===== src/hdl/csma_pkg.sv =====
// csma_pkg: shared constants for the CSMA/CA backoff controller.
// Request codes, register indexes, reset values and default widths.
// No dependencies.
package csma_pkg;

   // default widths
   localparam int CSMA_CW_BITS    = 10;
   localparam int CSMA_TIMER_BITS = 16;
   localparam int CSMA_SLOT_BITS  = 8;
   localparam int CSMA_REQ_BITS   = 3;
   localparam int CSMA_RETRY_BITS = 4;
   localparam int CSMA_IDX_BITS   = 3;

   // request codes (req_tuser)
   localparam logic [CSMA_REQ_BITS-1:0] REQ_START    = 3'd0;
   localparam logic [CSMA_REQ_BITS-1:0] REQ_MEDIUM   = 3'd1;
   localparam logic [CSMA_REQ_BITS-1:0] REQ_TICK     = 3'd2;
   localparam logic [CSMA_REQ_BITS-1:0] REQ_TX_DONE  = 3'd3;
   localparam logic [CSMA_REQ_BITS-1:0] REQ_RX_FRAME = 3'd4;

   // control register indexes
   localparam logic [CSMA_IDX_BITS-1:0] CSR_IFS_TICKS  = 3'd0;
   localparam logic [CSMA_IDX_BITS-1:0] CSR_EIFS_TICKS = 3'd1;
   localparam logic [CSMA_IDX_BITS-1:0] CSR_SLOT_TICKS = 3'd2;
   localparam logic [CSMA_IDX_BITS-1:0] CSR_CW_MIN     = 3'd3;
   localparam logic [CSMA_IDX_BITS-1:0] CSR_CW_MAX     = 3'd4;

   // register reset values
   localparam int IFS_TICKS_RESET  = 34;
   localparam int EIFS_TICKS_RESET = 94;
   localparam int SLOT_TICKS_RESET = 9;
   localparam int CW_MIN_RESET     = 15;
   localparam int CW_MAX_RESET     = 1023;

endpackage


===== src/hdl/csma_ca_backoff_controller.sv =====
// csma_ca_backoff_controller: DCF-style channel access engine (defer, IFS,
// backoff, transmit) with a request stream in and a status stream out.
// Depends on csma_pkg.
//
// A request passes through the input register, then the response register.
// Throughput: one request per cycle while the response stream is not stalled;
// the rate is set by the state update between the two registers.
// Reset (synchronous, active high): idle, medium busy, counters cleared,
// control registers at their defaults, both stream stages empty.
module csma_ca_backoff_controller
   import csma_pkg::*;
#(
   parameter int CW_BITS    = CSMA_CW_BITS,
   parameter int TIMER_BITS = CSMA_TIMER_BITS,
   localparam int REQ_DATA_W = ((6 + CW_BITS + 7) / 8) * 8,
   localparam int RSP_DATA_W = ((5 + CW_BITS + 7) / 8) * 8,
   localparam int CSR_W = (TIMER_BITS > CW_BITS)
                        ? ((TIMER_BITS > CSMA_SLOT_BITS) ? TIMER_BITS : CSMA_SLOT_BITS)
                        : ((CW_BITS > CSMA_SLOT_BITS) ? CW_BITS : CSMA_SLOT_BITS)
) (
   input  logic                     clock,
   input  logic                     reset,
   // request stream
   input  logic                     req_tvalid,
   output logic                     req_tready,
   input  logic [REQ_DATA_W-1:0]    req_tdata,  // medium_free, retry_count[3:0],
                                                // random_bits, fcs_ok, zero fill
   input  logic [CSMA_REQ_BITS-1:0] req_tuser,  // req_type
   // response stream
   output logic                     rsp_tvalid,
   input  logic                     rsp_tready,
   output logic [RSP_DATA_W-1:0]    rsp_tdata,  // access_state[2:0], send_frame,
                                                // tx_done, slots_left, zero fill
   // control register writes
   input  logic                     csr_we,
   input  logic [CSMA_IDX_BITS-1:0] csr_index,
   input  logic [CSR_W-1:0]         csr_wdata
);

   localparam int WIDE_W = CW_BITS + 16;

   typedef enum logic [2:0] {
      ST_IDLE     = 3'd0,
      ST_DEFER    = 3'd1,
      ST_BACKOFF  = 3'd2,
      ST_TRANSMIT = 3'd3,
      ST_WAIT_IFS = 3'd4
   } state_type;

   // control registers
   logic [TIMER_BITS-1:0]     ifs_ticks_ff, eifs_ticks_ff;
   logic [CSMA_SLOT_BITS-1:0] slot_ticks_ff;
   logic [CW_BITS-1:0]        cw_min_ff, cw_max_ff;

   // input stage
   logic                       in_valid_ff, in_valid_in;
   logic [CSMA_REQ_BITS-1:0]   req_type_ff;
   logic                       medium_free_ff;
   logic [CSMA_RETRY_BITS-1:0] retry_count_ff;
   logic [CW_BITS-1:0]         random_bits_ff;
   logic                       fcs_ok_ff;

   // engine state
   state_type                 fsm_ff, fsm_in;
   logic                      medium_is_free_ff, medium_is_free_in;
   logic                      eifs_pending_ff, eifs_pending_in;
   logic [CW_BITS-1:0]        backoff_slots_ff, backoff_slots_in;
   logic [TIMER_BITS-1:0]     ifs_counter_ff, ifs_counter_in;
   logic [TIMER_BITS-1:0]     eifs_counter_ff, eifs_counter_in;
   logic [CSMA_SLOT_BITS-1:0] slot_counter_ff, slot_counter_in;

   // response stage
   logic               rsp_valid_ff, rsp_valid_in;
   logic [2:0]         rsp_state_ff;
   logic               rsp_send_ff, rsp_done_ff;
   logic [CW_BITS-1:0] rsp_slots_ff;
   logic               send_in, done_in;

   // helpers
   logic                      req_xfer, advance;
   logic [WIDE_W-1:0]         cw_raw;
   logic [CW_BITS-1:0]        cw_eff;
   logic [TIMER_BITS-1:0]     eifs_dec, ifs_dec;
   logic [CSMA_SLOT_BITS-1:0] slot_len, slot_inc;
   logic [CW_BITS-1:0]        slots_dec;

   // handshake: the input stage moves on whenever the response slot frees up
   assign advance    = in_valid_ff & (~rsp_valid_ff | rsp_tready);
   assign req_tready = ~in_valid_ff | advance;
   assign req_xfer   = req_tvalid & req_tready;
   assign in_valid_in  = req_xfer | (in_valid_ff & ~advance);
   assign rsp_valid_in = advance | (rsp_valid_ff & ~rsp_tready);

   assign rsp_tvalid = rsp_valid_ff;
   assign rsp_tdata  = RSP_DATA_W'({rsp_slots_ff, rsp_done_ff, rsp_send_ff, rsp_state_ff});

   // contention window: min(((cw_min+1) << retry) - 1, cw_max)
   assign cw_raw = ((WIDE_W'(cw_min_ff) + WIDE_W'(1)) << retry_count_ff) - WIDE_W'(1);
   assign cw_eff = (cw_raw > WIDE_W'(cw_max_ff)) ? cw_max_ff : cw_raw[CW_BITS-1:0];

   // tick arithmetic
   assign eifs_dec  = (eifs_counter_ff != '0) ? eifs_counter_ff - 1'b1 : eifs_counter_ff;
   assign ifs_dec   = (ifs_counter_ff != '0) ? ifs_counter_ff - 1'b1 : ifs_counter_ff;
   assign slot_len  = (slot_ticks_ff == '0) ? CSMA_SLOT_BITS'(1) : slot_ticks_ff;
   assign slot_inc  = slot_counter_ff + 1'b1;
   assign slots_dec = backoff_slots_ff - 1'b1;

   // next state for the request held in the input stage
   always_comb begin
      fsm_in            = fsm_ff;
      medium_is_free_in = medium_is_free_ff;
      eifs_pending_in   = eifs_pending_ff;
      backoff_slots_in  = backoff_slots_ff;
      ifs_counter_in    = ifs_counter_ff;
      eifs_counter_in   = eifs_counter_ff;
      slot_counter_in   = slot_counter_ff;
      send_in           = 1'b0;
      done_in           = 1'b0;
      case (req_type_ff)
         REQ_START: begin
            if (fsm_ff == ST_IDLE) begin
               backoff_slots_in = random_bits_ff & cw_eff;
               if (medium_is_free_ff) begin
                  fsm_in         = ST_WAIT_IFS;
                  ifs_counter_in = ifs_ticks_ff;
                  if (eifs_pending_ff) eifs_counter_in = eifs_ticks_ff;
               end else begin
                  fsm_in = ST_DEFER;
               end
            end
         end
         REQ_MEDIUM: begin
            medium_is_free_in = medium_free_ff;
            if (fsm_ff == ST_DEFER && medium_free_ff) begin
               fsm_in         = ST_WAIT_IFS;
               ifs_counter_in = ifs_ticks_ff;
               if (eifs_pending_ff) eifs_counter_in = eifs_ticks_ff;
            end else if (fsm_ff == ST_WAIT_IFS && !medium_free_ff) begin
               fsm_in         = ST_DEFER;
               ifs_counter_in = '0;
            end else if (fsm_ff == ST_BACKOFF && !medium_free_ff) begin
               // frozen: completed slots stay, partial slot is dropped
               fsm_in          = ST_DEFER;
               slot_counter_in = '0;
            end
         end
         REQ_TICK: begin
            eifs_counter_in = eifs_dec;
            if (fsm_ff == ST_WAIT_IFS) begin
               ifs_counter_in = ifs_dec;
               if (ifs_dec == '0 && eifs_dec == '0) begin
                  fsm_in          = ST_BACKOFF;
                  slot_counter_in = '0;
               end
            end else if (fsm_ff == ST_BACKOFF) begin
               if (backoff_slots_ff == '0) begin
                  fsm_in  = ST_TRANSMIT;
                  send_in = 1'b1;
               end else if (slot_inc >= slot_len) begin
                  slot_counter_in  = '0;
                  backoff_slots_in = slots_dec;
                  if (slots_dec == '0) begin
                     fsm_in  = ST_TRANSMIT;
                     send_in = 1'b1;
                  end
               end else begin
                  slot_counter_in = slot_inc;
               end
            end
         end
         REQ_TX_DONE: begin
            if (fsm_ff == ST_TRANSMIT) begin
               fsm_in  = ST_IDLE;
               done_in = 1'b1;
            end
         end
         REQ_RX_FRAME: begin
            eifs_pending_in = ~fcs_ok_ff;
         end
         default: begin
         end
      endcase
   end

   // all registers
   always_ff @(posedge clock) begin
      if (reset) begin
         ifs_ticks_ff      <= TIMER_BITS'(IFS_TICKS_RESET);
         eifs_ticks_ff     <= TIMER_BITS'(EIFS_TICKS_RESET);
         slot_ticks_ff     <= CSMA_SLOT_BITS'(SLOT_TICKS_RESET);
         cw_min_ff         <= CW_BITS'(CW_MIN_RESET);
         cw_max_ff         <= CW_BITS'(CW_MAX_RESET);
         in_valid_ff       <= 1'b0;
         rsp_valid_ff      <= 1'b0;
         fsm_ff            <= ST_IDLE;
         medium_is_free_ff <= 1'b0;
         eifs_pending_ff   <= 1'b0;
         backoff_slots_ff  <= '0;
         ifs_counter_ff    <= '0;
         eifs_counter_ff   <= '0;
         slot_counter_ff   <= '0;
      end else begin
         // control register writes; unknown indexes are dropped
         if (csr_we) begin
            case (csr_index)
               CSR_IFS_TICKS:  ifs_ticks_ff  <= csr_wdata[TIMER_BITS-1:0];
               CSR_EIFS_TICKS: eifs_ticks_ff <= csr_wdata[TIMER_BITS-1:0];
               CSR_SLOT_TICKS: slot_ticks_ff <= csr_wdata[CSMA_SLOT_BITS-1:0];
               CSR_CW_MIN:     cw_min_ff     <= csr_wdata[CW_BITS-1:0];
               CSR_CW_MAX:     cw_max_ff     <= csr_wdata[CW_BITS-1:0];
               default: begin
               end
            endcase
         end

         in_valid_ff  <= in_valid_in;
         rsp_valid_ff <= rsp_valid_in;

         // capture request payload
         if (req_xfer) begin
            req_type_ff    <= req_tuser;
            medium_free_ff <= req_tdata[0];
            retry_count_ff <= req_tdata[CSMA_RETRY_BITS:1];
            random_bits_ff <= req_tdata[CSMA_RETRY_BITS+CW_BITS:CSMA_RETRY_BITS+1];
            fcs_ok_ff      <= req_tdata[CSMA_RETRY_BITS+CW_BITS+1];
         end

         // commit the state update and its response
         if (advance) begin
            fsm_ff            <= fsm_in;
            medium_is_free_ff <= medium_is_free_in;
            eifs_pending_ff   <= eifs_pending_in;
            backoff_slots_ff  <= backoff_slots_in;
            ifs_counter_ff    <= ifs_counter_in;
            eifs_counter_ff   <= eifs_counter_in;
            slot_counter_ff   <= slot_counter_in;
            rsp_state_ff      <= fsm_in;
            rsp_send_ff       <= send_in;
            rsp_done_ff       <= done_in;
            rsp_slots_ff      <= backoff_slots_in;
         end
      end
   end

endmodule


===== config.mk =====
export PLATFORM = sky130hd
export DESIGN_NAME = csma_ca_backoff_controller
export DESIGN_NICKNAME = d
export VERILOG_FILES = /design/src/hdl/csma_pkg.sv /design/src/hdl/csma_ca_backoff_controller.sv
export SDC_FILE = /design/constraint.sdc
export NUM_CORES = 1
export LEC_CHECK = 0
export ABC_AREA = 1
export BUFFER_PORTS_ARGS = -buffer_cell sky130_fd_sc_hd__buf_2
export CORE_MARGIN = 4
export CORE_UTILIZATION = 40
export CTS_CLUSTER_SIZE = 28
export DETAILED_ROUTE_END_ITERATION = 8
export GPL_ROUTABILITY_DRIVEN = 0
export PLACE_DENSITY = 0.56
export SLEW_MARGIN = 25
export SYNTH_ARGS = -nofsm -noshare
export SYNTH_HDL_FRONTEND = slang
export SYNTH_SLANG_ARGS = --single-unit

===== constraint.sdc =====
create_clock -name clock -period 7.9 [get_ports clock]
set_input_delay 1.185 -clock clock [delete_from_list [all_inputs] [get_ports clock]]
set_output_delay 1.185 -clock clock [all_outputs]
set_load 0.05 [all_outputs]

# After elaboration in Yosys (flattened, before gate mapping)
# Index checks and enable logic that the tools add are counted.
# totals
ff_bits,151
inputBits,43
output_inout_bits,18
word_cells,149
# op_classes
addsub,6
magnitude_cmp,2
n_eq_ne,23
n_shift,1
mux,47
n_bitwise,17
n_reduce_logical,30
# ops
operator,n
16-bit two-way mux,11
16-bit case mux with 3 select lines,2
8-bit two-way mux,9
10-bit two-way mux,6
3-bit two-way mux,12
16-bit zero test,2
16-bit nonzero test,2
16-bit by 1-bit subtractor with 16-bit output (second input constant),2
26-bit by 10-bit greater-than comparator with 1-bit output,1
11-bit by 4-bit << shifter with 26-bit output,1
26-bit by 1-bit subtractor with 26-bit output (second input constant),1
10-bit zero test,2
10-bit case mux with 2 select lines,1
3-bit by 2-bit == test with 1-bit output (second input constant),6
2-bit AND reduction,9
8-bit case mux with 2 select lines,1
2-bit != test (second input constant),7
3-bit != test (second input constant),4
3-bit case mux with 4 select lines,1
10-bit by 1-bit adder with 11-bit output (second input constant),1
10-bit AND,1
10-bit by 1-bit subtractor with 10-bit output (second input constant),1
3-bit by 1-bit == test with 1-bit output (second input constant),3
3-bit == test (second input constant),3
other kinds (16),37

# Longest topological paths before layout
# depth
word_depth,8
ltp_mapped,28
ltp_nobuf,28

# Worst setup path after synthesis
# No wires, ideal clock.
# synth_timing
path_kind,reg2reg
start,register cw_min_ff[0]
end,"register rsp_slots_ff[9], data pin"
setup_ps,251
arrival_time_ps,3504
t_required_ps,7649
path_slack_ps,4145
path_stages_with_launch,28
path_buffers,1
period_less_slack_ps,3755
path_cell_list,dfxtp_1 > ha_1 > o21ai_0 > or2_2 > nor2_1 > nand2_1 > ha_1 > nand2_1 > inv_1 > nand2_1 > clkinv_1 > nand3_2 > nor2_4 > xor2_1 > ha_1 > nand2_1 > nor3_1 > nand4_1 > a21oi_1 > o21ai_0 > nand3b_2 > nor2_4 > buf_6 > nand3_1 > nand3_1 > nand2_1 > nand2_2 > inv_1
# synth_via
elab_chain_cells,8
# synth_rtl
element,line_no,text
from (decl),csma_ca_backoff_controller.sv:53,"logic [CW_BITS-1:0] cw_min_ff, cw_max_ff;"
from (signal assigned),csma_ca_backoff_controller.sv:191,cw_min_ff <= CW_BITS'(CW_MIN_RESET);
from (signal assigned),csma_ca_backoff_controller.sv:209,CSR_CW_MIN: cw_min_ff <= csr_wdata[CW_BITS-1:0];
10-bit by 1-bit adder with 11-bit output (*),csma_ca_backoff_controller.sv:98,assign cw_raw = ((WIDE_W'(cw_min_ff) + WIDE_W'(1)) << retry_count_ff) - WIDE_W'(1);
11-bit by 4-bit << shifter with 26-bit output (*),csma_ca_backoff_controller.sv:98,
26-bit by 1-bit subtractor with 26-bit output (*),csma_ca_backoff_controller.sv:98,
26-bit by 10-bit greater-than comparator with 1-bit output,csma_ca_backoff_controller.sv:99,assign cw_eff = (cw_raw > WIDE_W'(cw_max_ff)) ? cw_max_ff : cw_raw[CW_BITS-1:0];
10-bit two-way mux (*),csma_ca_backoff_controller.sv:99,
10-bit AND (*),csma_ca_backoff_controller.sv:122,backoff_slots_in = random_bits_ff & cw_eff;
10-bit two-way mux (*),csma_ca_backoff_controller.sv:121,if (fsm_ff == ST_IDLE) begin
10-bit case mux with 2 select lines (*),csma_ca_backoff_controller.sv:119,case (req_type_ff)
net backoff_slots_in[9],csma_ca_backoff_controller.sv:67,"logic [CW_BITS-1:0] backoff_slots_ff, backoff_slots_in;"
to (signal assigned),csma_ca_backoff_controller.sv:240,rsp_slots_ff <= backoff_slots_in;
to (decl),csma_ca_backoff_controller.sv:76,logic [CW_BITS-1:0] rsp_slots_ff;
# Mark *: on every way through the listed nets, which the timed path passes. The rest lies on a longest branch.
# A chain may end at the register's enable or synchronous reset.

# Worst setup path in the final report
# layout_timing
start,register retry_count_ff[3]
end,"register rsp_slots_ff[4], data pin"
# layout_via
elab_chain_cells,7
# layout_rtl
element,line_no,text
from (decl),csma_ca_backoff_controller.sv:59,logic [CSMA_RETRY_BITS-1:0] retry_count_ff;
from (signal assigned),csma_ca_backoff_controller.sv:223,retry_count_ff <= req_tdata[CSMA_RETRY_BITS:1];
11-bit by 4-bit << shifter with 26-bit output (*),csma_ca_backoff_controller.sv:98,
26-bit by 1-bit subtractor with 26-bit output (*),csma_ca_backoff_controller.sv:98,
26-bit by 10-bit greater-than comparator with 1-bit output,csma_ca_backoff_controller.sv:99,
10-bit two-way mux (*),csma_ca_backoff_controller.sv:99,
10-bit AND (*),csma_ca_backoff_controller.sv:122,
10-bit two-way mux (*),csma_ca_backoff_controller.sv:121,
10-bit case mux with 2 select lines (*),csma_ca_backoff_controller.sv:119,
net backoff_slots_in[4],csma_ca_backoff_controller.sv:67,
# Marks and branches as above.

==> reports/metrics.cfg <==
[status]
outcome=finished, final reports clean

[routing]
drc=0
via_count=9578
routed-wl-met3_mm=1.21
routed_wirelength_mm=27.9
top_layer_used=met4
firstDrtPassIters=5
drt-initial-drc-count=608
vias_per_cell=5.24
antenna_left=0
wl_met1_mm=13.3
dr_wl_met2_mm=12.9
wire_per_inst_microns=15.3

[cells_and_area]
drive_above_1_share=0.134
fin_area_sq_mm=0.0112
antenna_cells=0
nets=1561
final_util=0.455
multiInputGateArea_sq_mm=0.00571
final-seq-area_sq_mm=0.00336
fillerInstances=2600
finalNonFillerCells=1827
areaGrowthSynthToFinish_pct=11.2

[worst_setup_path]
start_kind=flip-flop
r2r_slack_ns=3.17
crit_type=flip-flop to flip-flop
crit_required_ns=8.09
endpoint_kind=flip-flop
cp_data_arrival_time_ns=4.92
path_max_fanout=29

[clocking]
cts_made_buffers=17
clk_pin_slew_ns=0.07
ctsHoldBuffers=0
htreeDepth=4
tritoncts=done
cts_setup_buffers=0
clock_path_buffers=2
clock_latency_ns=0.42
cts_resized=0
clock-sinks=151
cts_root_buf=clkbuf_16

[logic_synthesis]
syn_avg_cell_area_sq_um=6.86
ys_ff_latch=151
syn_inst=1464
netlist_area_sq_mm=0.0100
synth_fp_nets=1534
ys_types=50
synth_top_area_cell=dfxtp_1
yosysSeqAreaShare=0.335
synthTopCellsByArea=dfxtp_1 23%, nand2_1 11%, edfxtp_1 10%
synth_top_area_share=0.233
synth_edf_count=34
async_flop_share=0
synthFlopType=dfxtp_1
ys_warn_count=0

[global_routing]
grt_pass1_vias=8986
grtUsageTotal=0.197
grt_max_degree=75
grt_overflow=0
antenna_found_initial=0
grt_pass1_wl_mm=45.6

[sta]
max_freq_ghz=0.211
maxSlewViolCount=0
finalHoldWorstSlack_ns=0.432
setup_viol=0
min_period_ns=4.73
fin_setup_tns_ns=0
rsz0062_at_grt=no
slew_headroom=0.347
hold_violations=0
finalCritPeriodShare=0.599
fin_worst_skew_ns=0.0126
tightest_slew_ns=0.978

[flow_run]
max_cap_viol_count=0

[pwr]
powerDensity_mw_per_mm2=187
clock_power_share=0.408
p_comb_frac=0.189
intPower_mw=1.45
switching_share=0.304
power.switching_mw=0.636
p_seq_frac=0.403
leakage_nw=5.15
vdd_ir_drop_max_v=0.000101

[die]
core-area_sq_mm=0.0245
start_util=0.409
ios=61
dieArea_sq_mm=0.0277
row_count=57
die_width_microns=166
fp.dieH_microns=166

[place]
dp_cells=1796
io_buffers=59
postPlaceCellArea_sq_mm=0.0105
dp_hpwl_mm=20.4

[hold_path]
hp-class=flip-flop to flip-flop

## cells in the mapped netlist, drive strengths merged (4+ instances only)
| master | count |
|---|---|
| nand4 | 25 |
| or2 | 5 |
| buf | 21 |
| clkbuf | 40 |
| edfxtp | 34 |
| inv | 184 |
| a221oi | 23 |
| a21oi | 108 |
| o211ai | 15 |
| nor4 | 6 |
| dfxtp | 117 |
| nand3b | 4 |
| xor2 | 29 |
| o21ai | 93 |
| nand2 | 311 |
| nor2 | 186 |
| a211oi | 22 |
| ha | 27 |
| nand3 | 169 |
| nor3 | 25 |
## sequential cells by signal, summed over array words and instances, names as in the netlist, 3 cells and up
name,cells
cw_min_ff,10
eifs_ticks_ff,16
eifs_counter_ff,16
req_type_ff,3
backoff_slots_ff,10
retry_count_ff,4
rsp_state_ff,3
fsm_ff,3
random_bits_ff,10
ifs_counter_ff,16
rsp_slots_ff,10
slot_counter_ff,8
cw_max_ff,10
slot_ticks_ff,8
ifs_ticks_ff,16
## kinds of logic (layout without fill, tap and decap cells)
logic type	after synthesis	in the layout	synth area share
AOI/OAI and AO/OA	272	272	0.161
xor gates and xnor gates	32	32	0.0279
adders and majority gates	27	27	0.0336
buffers and inverters	248	287	0.0971
DFF	151	151	0.335
other	1	1	0.000373
and+or+nand+nor	733	733	0.346
## power by group through the flow
stage,logic (mW),registers (mW),clock network [mW]
floorplan,0.296,0.857,0
global placement,0.391,0.859,0
detailed placement,0.392,0.859,0
CTS,0.396,0.842,0.869
global route,0.446,0.846,0.899
finish,0.394,0.843,0.853
## final cells by class
cell class / count / share of cell area
Clock buffer: 25 / 0.0483
Clock inverter: 6 / 0.00672
Inverter: 187 / 0.0630
Multi-Input combinational cell: 1065 / 0.511
Sequential cell: 151 / 0.301
Tap cell: 324 / 0.0363
Timing Repair Buffer: 69 / 0.0332
## layout by cell type (no fill, tap or decap), drive strengths merged
| cell | count |
|---|---|
| nand2 | 311 |
| a41o | 1 |
| a211oi | 22 |
| buf | 69 |
| nor4b | 1 |
| clkbuf | 25 |
| dfxtp | 117 |
| o21a | 1 |
| clkinvlp | 1 |
| o22a | 1 |
| clkinv | 3 |
| nor3 | 25 |
| a21boi | 2 |
| xnor2 | 3 |
| nor2 | 186 |
| inv | 188 |
| nand3 | 169 |
| o41ai | 1 |
| xor2 | 29 |
| o21ai | 93 |
| nand4 | 25 |
| a21oi | 108 |
| ha | 27 |
| or3 | 1 |
| a221oi | 23 |
| nand3b | 4 |
| or2 | 5 |
| edfxtp | 34 |
| nor4 | 6 |
| o31ai | 2 |
| conb | 1 |
| a32oi | 1 |
| o211ai | 15 |
| a31oi | 2 |
| bufinv | 1 |
## per-layer routing
metal  GRT usage  vias to the layer above
li1            -                     4930
met1       0.269                     4394
met2       0.326                      220
met3      0.0292                       34
met4      0.0566                        0
met5           0                        -
## final timing paths
path,startpoint,endpoint,cells after the start
worst max-delay path,retry_count_ff[3],rsp_slots_ff[4],22
worst min-delay path,fcs_ok_ff,eifs_pending_ff,1
worst max register to register,retry_count_ff[3],rsp_slots_ff[4],22
worst min register to register,fcs_ok_ff,eifs_pending_ff,1
## worst max-delay path, stage by stage, from the launching register on
cell and delay (ns):
edfxtp_1 0.84, inv_1 0.64, nand4_1 0.33, nand3_1 0.09, inv_1 0.10, nand3_2 0.12, nor2_4 0.18, nand2_4 0.08
xor2_1 0.19, inv_1 0.07, ha_1 0.29, nand2_1 0.06, nor3_1 0.17, nand4_1 0.10, a21oi_1 0.15, o21ai_0 0.08
nand3b_2 0.22, nor2_4 0.26, nand3_1 0.14, nand3_1 0.17, nand2_1 0.09, nand2_2 0.08, inv_1 0.04
## metrics by stage
stage,power (mW),worst slack (ns)
floorplan,1.15,4.15
global placement,1.25,3.24
detailed placement,1.25,3.19
CTS,2.11,3.17
global route,2.19,2.66
finish,2.09,3.17
Power figures use the tool's default switching activity.
